--- src/fchc_pkg.sv ---
`timescale 1ns / 1ps
// ----------------------------------------------------------------------------
// fchc_pkg
// Shared constants and types for the fan curve controller: register map,
// reset values, field widths and the interpolation request record.
// ----------------------------------------------------------------------------
package fchc_pkg;

    localparam int TEMP_W  = 16;
    localparam int DUTY_W  = 7;
    localparam int SPAN_W  = TEMP_W + 1;
    localparam int ACC_W   = 24;
    localparam int CFG_A_W = 3;
    localparam int CFG_D_W = 16;

    localparam logic [DUTY_W-1:0] DUTY_FULL = 7'd100;

    localparam logic [CFG_A_W-1:0] REG_ENABLE     = 3'd0;
    localparam logic [CFG_A_W-1:0] REG_MODE       = 3'd1;
    localparam logic [CFG_A_W-1:0] REG_TURN_ON    = 3'd2;
    localparam logic [CFG_A_W-1:0] REG_TURN_OFF   = 3'd3;
    localparam logic [CFG_A_W-1:0] REG_CURVE_LO_T = 3'd4;
    localparam logic [CFG_A_W-1:0] REG_CURVE_HI_T = 3'd5;
    localparam logic [CFG_A_W-1:0] REG_LOW_DUTY   = 3'd6;
    localparam logic [CFG_A_W-1:0] REG_HIGH_DUTY  = 3'd7;

    localparam logic signed [TEMP_W-1:0] RST_TURN_ON    = 16'sd800;
    localparam logic signed [TEMP_W-1:0] RST_TURN_OFF   = 16'sd720;
    localparam logic signed [TEMP_W-1:0] RST_CURVE_LO_T = 16'sd640;
    localparam logic signed [TEMP_W-1:0] RST_CURVE_HI_T = 16'sd1120;
    localparam logic [DUTY_W-1:0]        RST_LOW_DUTY   = 7'd0;
    localparam logic [DUTY_W-1:0]        RST_HIGH_DUTY  = 7'd100;

    localparam logic MODE_ONOFF  = 1'b0;
    localparam logic MODE_LINEAR = 1'b1;

    typedef struct packed {
        logic [TEMP_W-1:0] off;
        logic [SPAN_W-1:0] span;
        logic [DUTY_W-1:0] dd;
    } t_interp_req;

endpackage

--- src/fan_curve_hysteresis_controller.sv ---
`timescale 1ns / 1ps
// ----------------------------------------------------------------------------
// fan_curve_hysteresis_controller
// Fan control from temperature samples: on-off hysteresis or a linear duty
// curve; a result transaction only when the fan flag or duty changes.
//
// Channel   Dir  Handshake                     Payload
// s_axis    in   s_axis_tvalid/s_axis_tready   tdata[15:0] temperature
// m_axis    out  m_axis_tvalid/m_axis_tready   tdata[0] fan_on, [7:1] duty
// cfg       in   i_cfg_we                      i_cfg_idx, i_cfg_data
//
// One sample at a time: IDLE, EVAL when disabled or on-off; linear adds CHK
// outside the span and CALC then CHK inside it (serial multiply and divide
// in fchc_interp); a result adds EMIT, which waits for a free output slot.
// Synchronous active-low reset restores the register defaults, fan off.
// A result waiting on m_axis holds the next result in EMIT until taken;
// s_axis_tready is high only while no sample is in work.
// ----------------------------------------------------------------------------
module fan_curve_hysteresis_controller (
    input  logic                          i_clk,
    input  logic                          i_rst_n,
    input  logic                          s_axis_tvalid,
    output logic                          s_axis_tready,
    input  logic [15:0]                   s_axis_tdata,   // [15:0] temperature
    output logic                          m_axis_tvalid,
    input  logic                          m_axis_tready,
    output logic [7:0]                    m_axis_tdata,   // [0] fan_on, [7:1] duty_percent
    input  logic                          i_cfg_we,
    input  logic [fchc_pkg::CFG_A_W-1:0]  i_cfg_idx,
    input  logic [fchc_pkg::CFG_D_W-1:0]  i_cfg_data
);

    localparam logic [2:0] ST_IDLE = 3'd0;
    localparam logic [2:0] ST_EVAL = 3'd1;
    localparam logic [2:0] ST_CALC = 3'd2;
    localparam logic [2:0] ST_CHK  = 3'd3;
    localparam logic [2:0] ST_EMIT = 3'd4;

    localparam int TW = fchc_pkg::TEMP_W;
    localparam int DW = fchc_pkg::DUTY_W;

    logic                   r_enable;
    logic                   r_mode;
    logic signed [TW-1:0]   r_on_t;
    logic signed [TW-1:0]   r_off_t;
    logic signed [TW-1:0]   r_clo_t;
    logic signed [TW-1:0]   r_chi_t;
    logic [DW-1:0]          r_lo_d;
    logic [DW-1:0]          r_hi_d;

    logic                   r_fan_running;
    logic [DW-1:0]          r_cur_duty;

    logic [2:0]             r_state;
    logic [2:0]             n_state;
    logic signed [TW-1:0]   r_temp;
    logic [DW-1:0]          r_new_duty;
    logic                   r_new_fan;
    logic                   r_upd_fan;
    logic [DW-1:0]          r_base;

    logic                   r_m_tvalid;
    logic [7:0]             r_m_tdata;

    logic signed [TW-1:0]   n_hy_hi;
    logic signed [TW-1:0]   n_hy_lo;
    logic                   n_want;
    logic signed [TW-1:0]   n_c_lo;
    logic signed [TW-1:0]   n_c_hi;
    logic [DW-1:0]          n_d_min;
    logic [DW-1:0]          n_d_max;
    logic [DW-1:0]          n_lo_sat;
    logic [DW-1:0]          n_hi_sat;
    logic signed [TW:0]     n_span;
    logic signed [TW:0]     n_off;
    logic                   n_below;
    logic                   n_above;
    logic                   n_start;
    logic                   n_slot;
    fchc_pkg::t_interp_req  n_req;
    logic                   w_done;
    logic [DW-1:0]          w_quot;

    always_comb begin
        n_hy_hi  = (r_on_t > r_off_t) ? r_on_t : r_off_t;
        n_hy_lo  = (r_on_t > r_off_t) ? r_off_t : r_on_t;
        n_want   = r_fan_running ? (r_temp > n_hy_lo) : (r_temp > n_hy_hi);
        n_c_lo   = (r_clo_t < r_chi_t) ? r_clo_t : r_chi_t;
        n_c_hi   = (r_clo_t < r_chi_t) ? r_chi_t : r_clo_t;
        n_d_min  = (r_lo_d < r_hi_d) ? r_lo_d : r_hi_d;
        n_d_max  = (r_lo_d < r_hi_d) ? r_hi_d : r_lo_d;
        n_lo_sat = (n_d_min > fchc_pkg::DUTY_FULL) ? fchc_pkg::DUTY_FULL : n_d_min;
        n_hi_sat = (n_d_max > fchc_pkg::DUTY_FULL) ? fchc_pkg::DUTY_FULL : n_d_max;
        n_below  = (r_temp <= n_c_lo);
        n_above  = (r_temp >= n_c_hi);
        n_span   = {n_c_hi[TW-1], n_c_hi} - {n_c_lo[TW-1], n_c_lo};
        n_off    = {r_temp[TW-1], r_temp} - {n_c_lo[TW-1], n_c_lo};
        n_req.off  = n_off[TW-1:0];
        n_req.span = n_span[TW:0];
        n_req.dd   = n_hi_sat - n_lo_sat;
        n_start  = (r_state == ST_EVAL) && r_enable && (r_mode == fchc_pkg::MODE_LINEAR)
                   && !n_below && !n_above;
        n_slot   = !r_m_tvalid || m_axis_tready;
    end

    fchc_interp u_interp (
        .i_clk   (i_clk),
        .i_rst_n (i_rst_n),
        .i_start (n_start),
        .i_req   (n_req),
        .o_done  (w_done),
        .o_quot  (w_quot)
    );

    always_comb begin
        n_state = r_state;
        case (r_state)
            ST_IDLE: begin
                if (s_axis_tvalid) begin
                    n_state = ST_EVAL;
                end
            end
            ST_EVAL: begin
                if (!r_enable) begin
                    n_state = ST_IDLE;
                end else if (r_mode == fchc_pkg::MODE_ONOFF) begin
                    n_state = (n_want != r_fan_running) ? ST_EMIT : ST_IDLE;
                end else if (n_below || n_above) begin
                    n_state = ST_CHK;
                end else begin
                    n_state = ST_CALC;
                end
            end
            ST_CALC: begin
                if (w_done) begin
                    n_state = ST_CHK;
                end
            end
            ST_CHK: begin
                n_state = (r_new_duty != r_cur_duty) ? ST_EMIT : ST_IDLE;
            end
            ST_EMIT: begin
                if (n_slot) begin
                    n_state = ST_IDLE;
                end
            end
            default: n_state = ST_IDLE;
        endcase
    end

    always_ff @(posedge i_clk) begin
        if (!i_rst_n) begin
            r_state <= ST_IDLE;
        end else begin
            r_state <= n_state;
        end
    end

    // datapath of the sample in work
    always_ff @(posedge i_clk) begin
        case (r_state)
            ST_IDLE: begin
                r_temp <= s_axis_tdata;
            end
            ST_EVAL: begin
                r_base <= n_lo_sat;
                if (r_mode == fchc_pkg::MODE_ONOFF) begin
                    r_upd_fan  <= 1'b1;
                    r_new_fan  <= n_want;
                    r_new_duty <= n_want ? fchc_pkg::DUTY_FULL : '0;
                end else begin
                    r_upd_fan  <= 1'b0;
                    r_new_duty <= n_below ? n_lo_sat : n_hi_sat;
                end
            end
            ST_CALC: begin
                if (w_done) begin
                    r_new_duty <= r_base + w_quot;
                end
            end
            ST_CHK: begin
                r_new_fan <= (r_new_duty != '0);
            end
            default: ;
        endcase
    end

    // configuration registers and controller state
    always_ff @(posedge i_clk) begin
        if (!i_rst_n) begin
            r_enable      <= 1'b0;
            r_mode        <= fchc_pkg::MODE_ONOFF;
            r_on_t        <= fchc_pkg::RST_TURN_ON;
            r_off_t       <= fchc_pkg::RST_TURN_OFF;
            r_clo_t       <= fchc_pkg::RST_CURVE_LO_T;
            r_chi_t       <= fchc_pkg::RST_CURVE_HI_T;
            r_lo_d        <= fchc_pkg::RST_LOW_DUTY;
            r_hi_d        <= fchc_pkg::RST_HIGH_DUTY;
            r_fan_running <= 1'b0;
            r_cur_duty    <= '0;
        end else begin
            if (i_cfg_we) begin
                case (i_cfg_idx)
                    fchc_pkg::REG_ENABLE: begin
                        r_enable <= i_cfg_data[0];
                        if (!i_cfg_data[0]) begin
                            r_fan_running <= 1'b0;
                            r_cur_duty    <= '0;
                        end
                    end
                    fchc_pkg::REG_MODE:       r_mode  <= i_cfg_data[0];
                    fchc_pkg::REG_TURN_ON:    r_on_t  <= i_cfg_data;
                    fchc_pkg::REG_TURN_OFF:   r_off_t <= i_cfg_data;
                    fchc_pkg::REG_CURVE_LO_T: r_clo_t <= i_cfg_data;
                    fchc_pkg::REG_CURVE_HI_T: r_chi_t <= i_cfg_data;
                    fchc_pkg::REG_LOW_DUTY:   r_lo_d  <= i_cfg_data[DW-1:0];
                    fchc_pkg::REG_HIGH_DUTY:  r_hi_d  <= i_cfg_data[DW-1:0];
                    default: ;
                endcase
            end
            if ((r_state == ST_EMIT) && n_slot) begin
                r_cur_duty <= r_new_duty;
                if (r_upd_fan) begin
                    r_fan_running <= r_new_fan;
                end
            end
        end
    end

    // output register
    always_ff @(posedge i_clk) begin
        if (!i_rst_n) begin
            r_m_tvalid <= 1'b0;
        end else if ((r_state == ST_EMIT) && n_slot) begin
            r_m_tvalid <= 1'b1;
        end else if (m_axis_tready) begin
            r_m_tvalid <= 1'b0;
        end
    end

    always_ff @(posedge i_clk) begin
        if ((r_state == ST_EMIT) && n_slot) begin
            r_m_tdata <= {r_new_duty, r_new_fan};
        end
    end

    assign s_axis_tready = (r_state == ST_IDLE);
    assign m_axis_tvalid = r_m_tvalid;
    assign m_axis_tdata  = r_m_tdata;

endmodule

--- src/fchc_interp.sv ---
`timescale 1ns / 1ps
// ----------------------------------------------------------------------------
// fchc_interp
// Serial interpolation unit: floor((2*off*dd + span) / (2*span)).
// Shift-and-add multiply, one multiplier bit per cycle, then restoring
// division, one quotient bit per cycle; done pulses after the last bit.
// ----------------------------------------------------------------------------
module fchc_interp (
    input  logic                        i_clk,
    input  logic                        i_rst_n,
    input  logic                        i_start,
    input  fchc_pkg::t_interp_req       i_req,
    output logic                        o_done,
    output logic [fchc_pkg::DUTY_W-1:0] o_quot
);

    localparam logic [1:0] PH_IDLE = 2'd0;
    localparam logic [1:0] PH_MUL  = 2'd1;
    localparam logic [1:0] PH_DIV  = 2'd2;
    localparam logic [2:0] LAST    = 3'(fchc_pkg::DUTY_W - 1);

    logic [1:0]                        r_phase;
    logic [2:0]                        r_cnt;
    logic                              r_done;
    logic [fchc_pkg::ACC_W-1:0]        r_acc;
    logic [fchc_pkg::ACC_W-1:0]        r_mcand;
    logic [fchc_pkg::DUTY_W-1:0]       r_mplier;
    logic [fchc_pkg::ACC_W-1:0]        r_div;
    logic [fchc_pkg::DUTY_W-1:0]       r_quot;
    logic                              n_qbit;

    assign n_qbit = (r_acc >= r_div);

    always_ff @(posedge i_clk) begin
        if (!i_rst_n) begin
            r_phase <= PH_IDLE;
            r_cnt   <= '0;
            r_done  <= 1'b0;
        end else begin
            r_done <= 1'b0;
            case (r_phase)
                PH_IDLE: begin
                    if (i_start) begin
                        r_phase <= PH_MUL;
                        r_cnt   <= '0;
                    end
                end
                PH_MUL: begin
                    r_cnt <= r_cnt + 3'd1;
                    if (r_cnt == LAST) begin
                        r_phase <= PH_DIV;
                        r_cnt   <= '0;
                    end
                end
                PH_DIV: begin
                    r_cnt <= r_cnt + 3'd1;
                    if (r_cnt == LAST) begin
                        r_phase <= PH_IDLE;
                        r_done  <= 1'b1;
                    end
                end
                default: r_phase <= PH_IDLE;
            endcase
        end
    end

    always_ff @(posedge i_clk) begin
        case (r_phase)
            PH_IDLE: begin
                if (i_start) begin
                    r_acc    <= fchc_pkg::ACC_W'(i_req.span);
                    r_mcand  <= fchc_pkg::ACC_W'({i_req.off, 1'b0});
                    r_mplier <= i_req.dd;
                    r_div    <= fchc_pkg::ACC_W'({i_req.span, 7'b0});
                    r_quot   <= '0;
                end
            end
            PH_MUL: begin
                if (r_mplier[0]) begin
                    r_acc <= r_acc + r_mcand;
                end
                r_mcand  <= {r_mcand[fchc_pkg::ACC_W-2:0], 1'b0};
                r_mplier <= {1'b0, r_mplier[fchc_pkg::DUTY_W-1:1]};
            end
            PH_DIV: begin
                if (n_qbit) begin
                    r_acc <= r_acc - r_div;
                end
                r_quot <= {r_quot[fchc_pkg::DUTY_W-2:0], n_qbit};
                r_div  <= {1'b0, r_div[fchc_pkg::ACC_W-1:1]};
            end
            default: ;
        endcase
    end

    assign o_done = r_done;
    assign o_quot = r_quot;

endmodule

--- config.mk ---
export PLATFORM = sky130hd
export DESIGN_NAME = fan_curve_hysteresis_controller
export DESIGN_NICKNAME = d
export VERILOG_FILES = /design/src/fchc_pkg.sv /design/src/fan_curve_hysteresis_controller.sv /design/src/fchc_interp.sv
export SDC_FILE = /design/constraint.sdc
export NUM_CORES = 1
export LEC_CHECK = 0
export BUFFER_PORTS_ARGS = -buffer_cell sky130_fd_sc_hd__buf_2
export CORE_MARGIN = 2
export CORE_UTILIZATION = 30
export CTS_BUF_LIST = sky130_fd_sc_hd__clkbuf_4
export DETAILED_ROUTE_END_ITERATION = 7
export PLACE_DENSITY_LB_ADDON = 0.1
export SYNTH_ARGS = -nofsm -noshare
export SYNTH_HDL_FRONTEND = slang
export SYNTH_HIERARCHICAL = 1
export SYNTH_SLANG_ARGS = --single-unit
--- constraint.sdc ---
create_clock -name i_clk -period 9.7 [get_ports i_clk]
set_input_delay 0.97 -clock i_clk [delete_from_list [all_inputs] [get_ports i_clk]]
set_output_delay 0.97 -clock i_clk [all_outputs]
set_load 0.1 [all_outputs]
* Word level (Yosys, flattened, before mapping)
Index checks and enable logic that the tools add are counted.
Word-level totals: register bits 224, input port bits 40, output and inout bits 10, word-level logic and storage cells 166
Operators by class: add/subtract/negate cells 7, order comparisons 10, eq/ne operators 26, muxes and demuxes 57, reductions and logical operators 40
Operators with widths (number):
- two-way mux 24 bit | 5
- two-way mux 7 bit | 14
- case mux 24 bit (2 select lines) | 2
- case mux 24 bit (3 select lines) | 1
- two-way mux 16 bit | 4
- > comparator 16 bit | 3
- case mux 7 bit (2 select lines) | 3
- AND reduction 2 bit | 14
- two-way mux 3 bit | 9
- adder 24 bit | 1
- >= comparator 24 bit | 1
- subtractor 24 bit | 1
- == test 3 bit, second input constant | 6
- subtractor 16 x 16 -> 17 bit | 1
- >= comparator 16 bit | 1
- less-or-equal comparator 16 bit | 1
- less-than comparator 16 bit | 1
- subtractor 16 bit | 1
- case mux 3 bit (5 select lines) | 1
- > comparator 7 bit, second input constant | 2
- nonzero test 2 bit | 7
- == test 3 x 2 -> 1 bit, second input constant | 4
- two-way mux 1 bit | 12
- != test 2 x 1 -> 1 bit, second input constant | 6
- other kinds (23) | 39

* Depth between registers and ports, before layout
word-level depth 9, depth in mapped cells 30, gate-level depth less buffers 27

* Cells and area by module
Netlist, hierarchy kept.
By module, submodules not included:
- fan_curve_hysteresis_controller | instances 1, cells an instance 1226, area each 10395.0 um^2, seq. area each 3042.9 um^2
- fchc_interp | instances 1, cells an instance 627, area each 6304.8 um^2, seq. area each 2672.6 um^2

* Worst setup path after synthesis
OpenSTA, ideal clock, no wires.
path kind flip-flop to flip-flop, start register r_chi_t[9], end register u_interp/r_acc[10] in the netlist's numbering (enable), library setup time 0.439 ns, data arrival time 7.162 ns, data required time 9.261 ns, setup slack 2.099 ns, cell stages (with the launch flop) 27, path buffers 4, clock period less this slack 7.601 ns, path through dfxtp_1 -> inv_1 -> ha_1 -> clkbuf_1 -> nand4_1 -> or2_1 -> a211o_4 -> and4_4 -> buf_6 -> nor2_4 -> buf_2 -> buf_1 -> o21ai_0 -> ha_1 -> fa_1 -> inv_1 -> nor3_1 -> a221oi_4 -> a31oi_2 -> a211oi_4 -> o21ai_2 -> a21oi_1 -> and2_1 -> nor2b_1 -> nor2_1 -> o21ai_0 -> o31ai_1
On the way: longest elaborated chain between the ends 8, elaborated cells on any way between the ends 11, classes of those cells order compare (3); eq/ne (1); mux (2); reduce/logical (5)
RTL lines:
- from (decl) | line fan_curve_hysteresis_controller.sv:47 | logic signed [TW-1:0] r_chi_t;
- from (signal assigned) | line fan_curve_hysteresis_controller.sv:196 | r_chi_t <= fchc_pkg::RST_CURVE_HI_T;
- from (signal assigned) | line fan_curve_hysteresis_controller.sv:215 | fchc_pkg::REG_CURVE_HI_T: r_chi_t <= i_cfg_data;
- less-than comparator 16 bit | line fan_curve_hysteresis_controller.sv:88, fan_curve_hysteresis_controller.sv:89
- two-way mux 16 bit | line fan_curve_hysteresis_controller.sv:88 | n_c_lo = (r_clo_t < r_chi_t) ? r_clo_t : r_chi_t;
- less-or-equal comparator 16 bit | line fan_curve_hysteresis_controller.sv:94 | n_below = (r_temp <= n_c_lo);
- logical NOT 1 bit | line fan_curve_hysteresis_controller.sv:102 | && !n_below && !n_above;
- logical AND 1 bit | line fan_curve_hysteresis_controller.sv:102
- logical AND 1 bit (*) | line fan_curve_hysteresis_controller.sv:102
- net n_start | line fan_curve_hysteresis_controller.sv:78 | logic n_start;
- != test 2 bit (no line) (*)
- AND reduction 4 bit (no line) (*)
- to (signal assigned) | line fchc_interp.sv:71 | r_acc <= fchc_pkg::ACC_W'(i_req.span);
- to (signal assigned) | line fchc_interp.sv:80 | r_acc <= r_acc + r_mcand;
- to (signal assigned) | line fchc_interp.sv:87 | r_acc <= r_acc - r_div;
- to (decl) | line fchc_interp.sv:25 | logic [fchc_pkg::ACC_W-1:0] r_acc;
Mark *: on every way through the listed nets, which the timed path passes. The rest lies on a longest branch. A chain may end at the register's enable or synchronous reset.

* Worst setup path in the final report
start register r_chi_t[15], end register u_interp/r_acc[2] in the netlist's numbering (enable)
Same word-level chain as after synthesis.

==> flow_summary.toml <==
[grt]
overflow = 0
via_count_of_the_first_global_routing_pass = 13675
grt_use_total_pct = 18.07
antenna_found_initial = 2
pin_count_of_the_biggest_net_entering_global_routing = 98
wire_length_of_the_first_global_routing_pass_um = 79740

[routing]
routed-via-count = 13737
totalWireLength_um = 51300
avgRoutedWirePerCell_um = 18.85
detail_route.iter0.violations = 738
antenna_left = 0
post-route-drc-count = 0
first_pass_iters = 5
avgViaCountPerCell = 5.047

[synth]
sequential_area_share_after_synthesis_pct = 34.22
synth_seq_cells = 223
synth_edf_count = 125
avgSynthCellArea_um2 = 9.012
synth_area_mm2 = 0.01670
synth_top_area_share_pct = 22.48
ys_top_cells_by_area = "sky130_fd_sc_hd__edfxtp_1 (22%), sky130_fd_sc_hd__ha_1 (12%), sky130_fd_sc_hd__dfxtp_1 (12%), sky130_fd_sc_hd__nand2_1 (5.0%), sky130_fd_sc_hd__mux2i_1 (4.0%)"
synth.distinct_cells = 92
syn_nets = 2062
syn_inst = 1853
synth_largest_area_cell = "sky130_fd_sc_hd__edfxtp_1"
yosys_warnings = 6
synthFlopType = "sky130_fd_sc_hd__edfxtp_1"
synthMostInstantiatedCell = "sky130_fd_sc_hd__nand2_1"
synthTopCellsByCount = "sky130_fd_sc_hd__nand2_1 (224), sky130_fd_sc_hd__ha_1 (164), sky130_fd_sc_hd__nor2_1 (131)"
synthArstFlopShare_pct = 0

[clocking]
cts-root-buf = "sky130_fd_sc_hd__clkbuf_4"
cts_bufs_inserted = 69
cts-root-to-sink-buffers = 3
cts_tree = "done"
h-tree-depth = 3
clkSlewWorstSetupHoldPaths_ps = 60
number_of_buffers_inserted_for_hold_repair_after_clock_tree_synthesis = 0
cts_resized = 0
clk-insertion-delay-late_ps = 780
number_of_post_cts_setup_repair_buffers = 0
cts.sinks = 223

[sta]
finalHoldViolations = 0
achievable-frequency_mhz = 130.5
period_needed_ps = 7663
tns_ps = 0
finalCritPeriodShare_pct = 79.00
timing.final.max_slew_violations = 0
timing.slew.headroom_pct = 24.24
rsz0062_at_grt = "false"
finalClockSkew_ps = 68.67
worst_pin_slew_ps = 1136
setup_violators_final = 0
whs_ps = 365.1

[cells_and_area]
finish.net_count = 2127
areaGrowthSynthToFinish_pct = 12.02
final_layout_size_suffix_gt1_share_pct = 13.75

[pwr]
irDropWorstVdd_uv = 79.07
p_leak_uw = 0.007431
pwr_density_cell_mw_per_mm2 = 137.3

[floorplanning]
pin_count = 50
fp.dieArea_mm2 = 0.05757
chipHeight_um = 239.9
rows = 86
die-width_um = 239.9
effective_utilization_at_floorplan_pct = 30.31
fp.coreArea_mm2 = 0.05509

[placement]
gp_congestion = 0.8731
place_hpwl_um = 38670
port_buffers = 49

[run]
maxCapViolations = 0

[setup_path]
cpPeakStageDelay_ps = 940
timing.critical_path.from_type = "flop"
arrival_ps = 8000
critical_path.cell_chain = "inv_1, ha_1, nand4_2, or2_1, a211o_4, and4_4, nor2_4, o21ai_0, ha_1, fa_1, inv_1, nor3_1, a221oi_4, a31oi_2, a211oi_4, o21ai_2, a21oi_1, and2_1, nor2b_1, nor2_1, o21ai_0, o31ai_4"
critical_path_cell_count = 22
critPathMaxFanout = 27
path_delay_family = "compound AO/OA/AOI/OAI gates"
criticalPathCategory = "reg2reg"
timing.critical_path.required_ps = 10040
cp_num_buf_inv = 2
timing.reg2reg.worst_path_depth = 22
critPathCaptureType = "flop"
slowest_stage = "sky130_fd_sc_hd__o31ai_4"

[hold_path]
hold_depth = 1
worst_hold_path_type = "in2reg"

[status]
run_status = "completed"
## path summary, 6_finish.rpt
kind | slack, ps | start | to
worst max-delay path | 2040 | r_chi_t[15]$_SDFFE_PN0P_ | u_interp/r_acc[2]$_DFFE_PP_
worst min-delay path | 370 | s_axis_tdata[15] | r_temp[15]$_DFFE_PP_
worst max register to register | 2040 | r_chi_t[15]$_SDFFE_PN0P_ | u_interp/r_acc[2]$_DFFE_PP_
worst min register to register | 490 | r_chi_t[12]$_SDFFE_PN0P_ | r_chi_t[12]$_SDFFE_PN0P_
## routing by layer
| metal | track usage (%) | up-vias | routed length (um) |
|---|---|---|---|
| met3 | 3.226 | 75 | 1979 |
| met2 | 28.77 | 260 | 22890 |
| met1 | 25.16 | 6466 | 25500 |
| met4 | 4.743 | 0 | 937 |
| met5 | 0 | - | 0 |
| li1 | - | 6936 | - |
## flip-flops by register name (all words and copies together), names as in the netlist, 2 cells and up
register           flops
m_axis_tdata           8
r_base                 7
r_chi_t               16
r_clo_t               16
r_cur_duty             7
r_hi_d                 7
r_lo_d                 7
r_new_duty             7
r_off_t               16
r_on_t                16
r_state                3
r_temp                16
u_interp/o_quot        7
u_interp/r_acc        24
u_interp/r_cnt         3
u_interp/r_div        24
u_interp/r_mcand      23
u_interp/r_mplier      7
u_interp/r_phase       2
## stage by stage
| step | worst slack (ps) | area, um2 | power (uW) | util (%) | cells |
|---|---|---|---|---|---|
| global placement | 2136 | 17760 | 1563 | 32.23 | 2595 |
| global route | 1252 | 18710 | 2727 | 33.96 | 2722 |
| CTS | 1895 | 18700 | 2619 | 33.94 | 2719 |
| detailed placement | 1962 | 17760 | 1569 | 32.23 | 2595 |
| floorplan | 2099 | 16700 | 1426 | - | 1853 |
| finish | 2037 | 18710 | 2568 | 33.96 | 2722 |
## cell families (layout without fill, tap and decap cells)
kind of cell             Yosys count  in the layout  synth area share, %
AND/OR/NAND/NOR                  612            612                17.76
AO/OA/AOI/OAI                    479            479                19.88
flip-flops                       223            223                34.22
buffers and inverters            182            300                4.211
adder cells (fa/ha/maj)          170            170                12.95
multiplexers                     111            111                6.990
XOR/XNOR                          76             76                3.986
other                              0              3                    0
## layout by cell type (no fill, tap or decap), types with 14 or more instances in the layout
cell type	instances
sky130_fd_sc_hd__nand2_1	224
sky130_fd_sc_hd__ha_1	163
sky130_fd_sc_hd__nor2_1	129
sky130_fd_sc_hd__edfxtp_1	125
sky130_fd_sc_hd__inv_1	112
sky130_fd_sc_hd__clkbuf_4	111
sky130_fd_sc_hd__a21oi_1	107
sky130_fd_sc_hd__dfxtp_1	98
sky130_fd_sc_hd__a21boi_0	68
sky130_fd_sc_hd__mux2i_1	66
sky130_fd_sc_hd__o21ai_0	60
sky130_fd_sc_hd__a21o_1	49
sky130_fd_sc_hd__buf_2	49
sky130_fd_sc_hd__nor2b_1	48
sky130_fd_sc_hd__xnor2_1	46
sky130_fd_sc_hd__mux2_2	45
sky130_fd_sc_hd__nand3_1	33
sky130_fd_sc_hd__nand4_1	32
sky130_fd_sc_hd__xor2_1	30
sky130_fd_sc_hd__nor3_1	27
sky130_fd_sc_hd__o211ai_1	26
sky130_fd_sc_hd__nand2b_1	25
sky130_fd_sc_hd__and2_1	21
sky130_fd_sc_hd__a211oi_1	17
sky130_fd_sc_hd__a31oi_1	15
sky130_fd_sc_hd__buf_4	14
## power by group
part           switching (uW)  internal, uW
Clock                     450           570
Sequential               27.0          1030
Combinational             286           206
Total                     764          1800
## layout make-up
class                           instances  area [um2]
Fill cell                            5897       36380
Multi-Input combinational cell       1448       10330
Sequential cell                       223        5715
Tap cell                              748       935.9
Clock buffer                          111       833.3
Inverter                              113       424.2
Timing Repair Buffer                   63       350.3
Clock inverter                         13       111.4
Antenna cell                            3       7.507
Power figures use the tool's default switching activity.
